File: src/sv/ac_pkg.sv
// Shared types and constants of the anagram checker.
// No dependencies; ac_ctrl, ac_datapath and anagram_checker import this package.
package ac_pkg;

	// Number of histogram bins, one per byte value.
	localparam int BINS = 256;
	localparam int CH_W = 8;
	localparam int NZ_W = $clog2(BINS + 1);

	// Default string length limit.
	localparam int MAX_LEN_DEF = 256;

	// Command codes of an input beat.
	typedef enum logic [1:0] {
		CMD_FIRST  = 2'd0,
		CMD_SECOND = 2'd1,
		CMD_FINISH = 2'd2
	} cmd_e;

	// Input beat payload.
	typedef struct packed {
		logic [1:0]      command;
		logic [CH_W-1:0] ch;
	} in_item_t;

	// Result beat payload.
	typedef struct packed {
		logic is_anagram;
		logic overflow;
	} out_item_t;

	// Controller states.
	typedef enum logic {
		ST_IDLE,
		ST_WRITE
	} state_t;

	// Commands from the controller to the datapath.
	typedef struct packed {
		logic rd_en;
		logic rd_sub;
		logic wr_en;
		logic finish;
		logic set_ovf;
	} ctrl_cmd_t;

	// Status from the datapath to the controller.
	typedef struct packed {
		logic full_first;
		logic full_second;
		logic out_busy;
	} dp_status_t;

endpackage

File: src/sv/ac_stream_if.sv
// Valid/ready stream channel used for the input and result beats.
// Depends on nothing; the payload type is a parameter.
interface ac_stream_if #(
	parameter type payload_t = logic
);
	logic     valid;
	logic     ready;
	payload_t data;

	modport source (output valid, output data, input ready);
	modport sink (input valid, input data, output ready);
endinterface

File: src/sv/ac_datapath.sv
// Datapath of the anagram checker: histogram memory, lengths and result register.
// Depends on ac_pkg and ac_stream_if; obeys commands from ac_ctrl.
module ac_datapath #(
	parameter int MAX_LEN = ac_pkg::MAX_LEN_DEF
) (
	input  logic                    clk,
	input  logic                    arst_n,
	input  logic [ac_pkg::CH_W-1:0] ch,
	input  ac_pkg::ctrl_cmd_t       cmd,
	output ac_pkg::dp_status_t      status,
	ac_stream_if.source             rsp
);
	import ac_pkg::*;

	localparam int LEN_W = $clog2(MAX_LEN + 1);
	localparam int BIN_W = LEN_W + 1;

	logic [BIN_W-1:0] mem [BINS];
	logic [BINS-1:0]  bin_vld_q;
	logic [BIN_W-1:0] rd_q;
	logic             rd_vld_q;
	logic [CH_W-1:0]  addr_q;
	logic             sub_q;
	logic [BIN_W-1:0] old_bin;
	logic [BIN_W-1:0] new_bin;
	logic [LEN_W-1:0] len_first_q;
	logic [LEN_W-1:0] len_second_q;
	logic [NZ_W-1:0]  nonzero_q;
	logic             ovf_q;
	logic             out_vld_q;
	out_item_t        out_q;
	logic             equal;

	// Registered read of the addressed bin.
	always_ff @(posedge clk) begin
		if (cmd.rd_en) begin
			rd_q   <= mem[ch];
			addr_q <= ch;
			sub_q  <= cmd.rd_sub;
		end
	end

	// Write back of the updated bin.
	always_ff @(posedge clk) begin
		if (cmd.wr_en) begin
			mem[addr_q] <= new_bin;
		end
	end

	// A bin that is not valid reads as zero.
	always_ff @(posedge clk or negedge arst_n) begin
		if (!arst_n) begin
			bin_vld_q <= '0;
			rd_vld_q  <= 1'b0;
		end else begin
			if (cmd.rd_en) begin
				rd_vld_q <= bin_vld_q[ch];
			end
			if (cmd.finish) begin
				bin_vld_q <= '0;
			end else if (cmd.wr_en) begin
				bin_vld_q[addr_q] <= 1'b1;
			end
		end
	end

	assign old_bin = rd_vld_q ? rd_q : '0;
	assign new_bin = sub_q ? (old_bin - BIN_W'(1)) : (old_bin + BIN_W'(1));

	// Lengths, count of nonzero bins and sticky overflow.
	always_ff @(posedge clk or negedge arst_n) begin
		if (!arst_n) begin
			len_first_q  <= '0;
			len_second_q <= '0;
			nonzero_q    <= '0;
			ovf_q        <= 1'b0;
		end else if (cmd.finish) begin
			len_first_q  <= '0;
			len_second_q <= '0;
			nonzero_q    <= '0;
			ovf_q        <= 1'b0;
		end else begin
			if (cmd.rd_en && !cmd.rd_sub) begin
				len_first_q <= len_first_q + LEN_W'(1);
			end
			if (cmd.rd_en && cmd.rd_sub) begin
				len_second_q <= len_second_q + LEN_W'(1);
			end
			if (cmd.set_ovf) begin
				ovf_q <= 1'b1;
			end
			// A bin leaving zero adds one; a bin returning to zero removes one.
			if (cmd.wr_en) begin
				if (old_bin == '0) begin
					nonzero_q <= nonzero_q + NZ_W'(1);
				end else if (new_bin == '0) begin
					nonzero_q <= nonzero_q - NZ_W'(1);
				end
			end
		end
	end

	assign equal = !ovf_q && (len_first_q == len_second_q) && (len_first_q != '0)
		&& (nonzero_q == '0);

	// Result register.
	always_ff @(posedge clk or negedge arst_n) begin
		if (!arst_n) begin
			out_vld_q <= 1'b0;
		end else if (cmd.finish) begin
			out_vld_q <= 1'b1;
		end else if (rsp.ready) begin
			out_vld_q <= 1'b0;
		end
	end

	always_ff @(posedge clk) begin
		if (cmd.finish) begin
			out_q.is_anagram <= equal;
			out_q.overflow   <= ovf_q;
		end
	end

	assign rsp.valid = out_vld_q;
	assign rsp.data  = out_q;

	assign status.full_first  = (len_first_q == LEN_W'(MAX_LEN));
	assign status.full_second = (len_second_q == LEN_W'(MAX_LEN));
	assign status.out_busy    = out_vld_q && !rsp.ready;

endmodule

File: src/flat_wrapper.sv
// flat-port wrapper written by rule: the top's interface ports become plain ports
module ac_datapath_flat import ac_pkg::*;
#(
	parameter int MAX_LEN = ac_pkg::MAX_LEN_DEF
)
  (clk, arst_n, ch, cmd, status, rsp_valid, rsp_data, rsp_ready);
  ac_stream_if rsp_i ();
  input  logic clk;
  input  logic arst_n;
  input  logic [ac_pkg::CH_W-1:0] ch;
  input  ac_pkg::ctrl_cmd_t cmd;
  output ac_pkg::dp_status_t status;
  output wire logic [$bits(rsp_i.valid)-1:0] rsp_valid;
  output wire logic [$bits(rsp_i.data)-1:0] rsp_data;
  input wire logic [$bits(rsp_i.ready)-1:0] rsp_ready;
  assign rsp_valid = rsp_i.valid;
  assign rsp_data = rsp_i.data;
  assign rsp_i.ready = rsp_ready;
  ac_datapath #(.MAX_LEN(MAX_LEN)) u_core (.clk(clk), .arst_n(arst_n), .ch(ch), .cmd(cmd), .status(status), .rsp(rsp_i));
endmodule
File: config.mk
export PLATFORM = sky130hd
export DESIGN_NAME = ac_datapath_flat
export DESIGN_NICKNAME = d
export VERILOG_FILES = /design/src/sv/ac_pkg.sv /design/src/sv/ac_stream_if.sv /design/src/sv/ac_datapath.sv /design/src/flat_wrapper.sv
export SDC_FILE = /design/constraint.sdc
export NUM_CORES = 1
export LEC_CHECK = 0
export ABC_AREA = 1
export BUFFER_PORTS_ARGS = -buffer_cell sky130_fd_sc_hd__buf_2
export CORE_MARGIN = 1
export CORE_UTILIZATION = 45
export CTS_CLUSTER_SIZE = 25
export DETAILED_ROUTE_END_ITERATION = 6
export PLACE_DENSITY = 0.68
export SLEW_MARGIN = 20
export SYNTH_ARGS = -nofsm -noshare
export SYNTH_HDL_FRONTEND = slang
export SYNTH_SLANG_ARGS = --single-unit
File: constraint.sdc
create_clock -name clk -period 1.33 [get_ports clk]
set_input_delay 0.266 -clock clk [delete_from_list [all_inputs] [get_ports clk]]
set_output_delay 0.266 -clock clk [all_outputs]
set_load 0.005 [all_outputs]
==> results.sh <==
export IMPL_holdCritPathClass="input pin to flop"
export IMPL_synth_top_cells_by_count="31 x sky130_fd_sc_hd__nand2_1, 25 x sky130_fd_sc_hd__inv_1, 24 x sky130_fd_sc_hd__nor2_1"
export IMPL_root_buffer="sky130_fd_sc_hd__clkbuf_4"
export IMPL_viasPerCell=5.17
export IMPL_hpwl_um=1660
export IMPL_cts_tree="done"
export IMPL_first_pass_grt_wire_length_um=3970
export IMPL_cp_endpoint="status[2]"
export IMPL_synth_lib_cells_used_distinct=20
export IMPL_setup_worst_path_class="flop to output pin"
export IMPL_post_route_worst_setup_slack_ns=-0.289
export IMPL_fin_nets=197
export IMPL_crit_family="flip-flops"
export IMPL_die_width_um=51.9
export IMPL_antenna_diode_count=0
export IMPL_cp_max_fo=2
export IMPL_clkSinkCount=21
export IMPL_report_final_hold_viol_count=0
export IMPL_outcome="finished, violations left"
export IMPL_power_density_over_the_cells_nw_per_um2=768
export IMPL_final_cell_area_um2=1450
export IMPL_clkTransAtPathRegs_ns=0.12
export IMPL_timing_max_cap_violations=0
export IMPL_post_synth_top_count_cell="sky130_fd_sc_hd__nand2_1"
export IMPL_timing_worst_slew_pin_value_ns=0.453
export IMPL_routed_via_count=1055
export IMPL_number_of_port_buffers=11
export IMPL_grt_max_degree=21
export IMPL_mappedNetlistNets=166
export IMPL_wl_per_instance_um=12.1
export IMPL_critical_path_reg2reg_startpoint="u_core.len_second_q[1]"
export IMPL_skew_ns=0.00563
export IMPL_relative_slew_slack_pct=69.8
export IMPL_num_io_pins=21
export IMPL_htree_levels=1
export IMPL_maxSlewViolCount=0
export IMPL_num_rows=17
export IMPL_grt_setup_unrepaired="true"
export IMPL_drive_gt1_share_pct=30.7
export IMPL_drt_pre_antenna_iters=4
export IMPL_setup_reg_to_reg_worst_slack_ns=0.02
export IMPL_cellLeakagePower_nw=0.695
export IMPL_design_core_area_um2=2280
export IMPL_vdd_ir_drop_worst_v=0.000670
export IMPL_syn_avg_cell_area_um2=7.66
export IMPL_max_freq_mhz=618
export IMPL_cp_start_kind="flop"
export IMPL_fillCellCount=182
export IMPL_stdcell_count=204
export IMPL_initial_core_util_pct=49.1
export IMPL_worst_ep_required_time_ns=1.06
export IMPL_yosys_warnings=0
export IMPL_totalNegativeSetupSlack_ns=-0.507
export IMPL_synth_seq_cells=21
export IMPL_cp_arrival_ns=1.35
export IMPL_number_of_antenna_violations_at_the_first_check_in_global_routing=0
export IMPL_end_kind="output pin"
export IMPL_synth_top_cells_by_area="sky130_fd_sc_hd__dfrtp_1 45%, sky130_fd_sc_hd__nand2_1 10%, sky130_fd_sc_hd__inv_1 8.4%"
export IMPL_post_synthesis_cell_area_um2=1120
export IMPL_timing_reg2reg_worst_path_depth=9
export IMPL_min_period_ns=1.62
export IMPL_cp_slowest_cell="sky130_fd_sc_hd__dfrtp_1"
export IMPL_cp_cell_sequence="inv_2 > ha_4 > nand4_1 > nor4_2 > buf_2"
export IMPL_cts_root_to_sink_buffers=2
export IMPL_die_area_um2=2690
export IMPL_timing_critical_path_slowest_cell_delay_ns=0.42
export IMPL_timing_critical_path_buf_inv=2
export IMPL_detail_route_iter0_violations=20
export IMPL_clock_latency_ns=0.29
export IMPL_final_min_period_over_clock_period_pct=122
export IMPL_grt_pass1_vias=929
export IMPL_numCtsBuffers=3
export IMPL_synth_largest_type_area_fraction_pct=44.7
export IMPL_residual_antenna_violating_net_count_after_detailed_routing=0
export IMPL_asyncSetResetFlopFracSynth_pct=95.2
export IMPL_numPlacedInstances=191
export IMPL_synth_edf_count=1
export IMPL_cp_startpoint="u_core.len_first_q[1]"
export IMPL_path_depth=5
export IMPL_finalWeightedCongestion=0.851
export IMPL_die_h_um=51.9
export IMPL_final_setup_viol_count=2
export IMPL_detail_route_wirelength_um=2470
export IMPL_grtUsageTotal_pct=20.2
export IMPL_synth_ff_type="sky130_fd_sc_hd__dfrtp_1"
export IMPL_post_synthesis_instance_total=146
export IMPL_post_dp_cell_area_um2=1250
export IMPL_violations="negative setup slack"
export IMPL_synthDominantAreaCellType="sky130_fd_sc_hd__dfrtp_1"
export IMPL_area_delta_synth_final_pct=29.5
export IMPL_grt_overflow=0
export IMPL_capturing_point_of_the_worst_reg2reg_path="u_core.len_second_q[8]"
export IMPL_post_route_drc_count=0
export IMPL_ys_seq_area_share_pct=47.4
[metrics by stage]
| stage | total power, mW | utilization (%) | setup slack [ns] | hold WS (ns) |
|---|---|---|---|---|
| 6_report | 1.11 | 63.7 | -0.289 | 0.175 |
| 5_1_grt | 1.17 | 63.7 | -0.378 | 0.166 |
| 4_1_cts | 1.11 | 58.7 | -0.331 | 0.161 |
| 3_5_place_dp | 0.790 | 55.1 | -0.0398 | 0.246 |
| 3_3_place_gp | 0.786 | 55.1 | 0.0544 | 0.245 |
| 2_1_floorplan | 0.730 | - | 0.186 | -0.0296 |
[kinds of logic after synthesis]
kind of cell               Yosys count  share of synthesized area [%]
AOI/OAI and AO/OA                   16                           7.72
adders and majority gates            4                           4.47
buffers and inverters               26                           9.06
DFF                                 21                           47.4
and+or+nand+nor                     79                           31.3
[flip-flops by register name (all words and copies together), names as in the netlist]
name	count
u_core.len_second_q	9
u_core.ovf_q	1
u_core.rsp.valid	1
u_core.rsp.data	1
u_core.len_first_q	9
[final cells by class]
| class | count | area, um2 | area share (%) |
|---|---|---|---|
| Timing Repair Buffer | 27 | 178 | 12.3 |
| Inverter | 25 | 93.8 | 6.48 |
| Multi-Input combinational cell | 99 | 586 | 40.4 |
| Sequential cell | 21 | 531 | 36.6 |
| Tap cell | 28 | 35.0 | 2.42 |
| Clock buffer | 4 | 26.3 | 1.81 |
[report_power, final]
| group | switching [mW] | internal, mW |
|---|---|---|
| clock network | 0.180 | 0.116 |
| registers | 0.00879 | 0.658 |
| logic | 0.0832 | 0.0669 |
[placed cells by master, fill, tap and decap left out]
cell type / netlist / layout
sky130_fd_sc_hd__nand2_1: 31 / 28
sky130_fd_sc_hd__nor2_1: 24 / 22
sky130_fd_sc_hd__dfrtp_1: 20 / 20
sky130_fd_sc_hd__inv_1: 25 / 19
sky130_fd_sc_hd__buf_4: 1 / 15
sky130_fd_sc_hd__buf_2: 0 / 11
sky130_fd_sc_hd__a21oi_1: 8 / 7
sky130_fd_sc_hd__inv_2: 0 / 6
sky130_fd_sc_hd__nand3_1: 6 / 5
sky130_fd_sc_hd__o21ai_0: 5 / 5
sky130_fd_sc_hd__nand4_1: 4 / 4
sky130_fd_sc_hd__nand2_2: 1 / 4
sky130_fd_sc_hd__nor2_4: 0 / 4
sky130_fd_sc_hd__nor3_1: 4 / 3
sky130_fd_sc_hd__ha_4: 0 / 3
sky130_fd_sc_hd__clkbuf_4: 0 / 3
sky130_fd_sc_hd__nor4_2: 0 / 2
sky130_fd_sc_hd__nand3b_1: 2 / 2
sky130_fd_sc_hd__a211oi_1: 2 / 2
sky130_fd_sc_hd__nor3_2: 1 / 2
sky130_fd_sc_hd__nand3_2: 0 / 1
sky130_fd_sc_hd__a31oi_1: 1 / 1
sky130_fd_sc_hd__nor2_2: 3 / 1
sky130_fd_sc_hd__a21oi_2: 0 / 1
sky130_fd_sc_hd__and2_1: 1 / 1
sky130_fd_sc_hd__ha_2: 0 / 1
sky130_fd_sc_hd__clkbuf_1: 0 / 1
sky130_fd_sc_hd__dlygate4sd3_1: 0 / 1
sky130_fd_sc_hd__edfxtp_1: 1 / 1
[routing by layer]
metal	global-route usage, %	up-vias	routed length (um)
li1	-	522	-
met1	26.6	504	1090
met2	32.9	27	1250
met3	4.39	2	110
met4	6.31	0	17
met5	0	-	0
[repair_timing]
action                     CTS  global route
gates cloned                 0             0
hold endpoints to repair    20             0
resized for setup            6            21
setup endpoints to repair    2             8
buffers inserted             3             5
hold buffers                 1             0
pin swaps                    3            10
[worst min-delay path by stage]
stage | slack [ns] | end | depth (start not counted) | start
global placement | 0.24 | u_core.len_first_q[7] | 1 | arst_n
global route | 0.17 | u_core.rsp.valid | 2 | rsp_ready
detailed placement | 0.25 | u_core.len_first_q[5] | 1 | arst_n
floorplan | -0.03 | u_core.len_first_q[0] | 0 | arst_n
CTS | 0.16 | u_core.rsp.valid | 2 | rsp_ready
finish | 0.17 | u_core.rsp.valid | 2 | rsp_ready
Note: power is estimated with default switching activity, not from simulation.
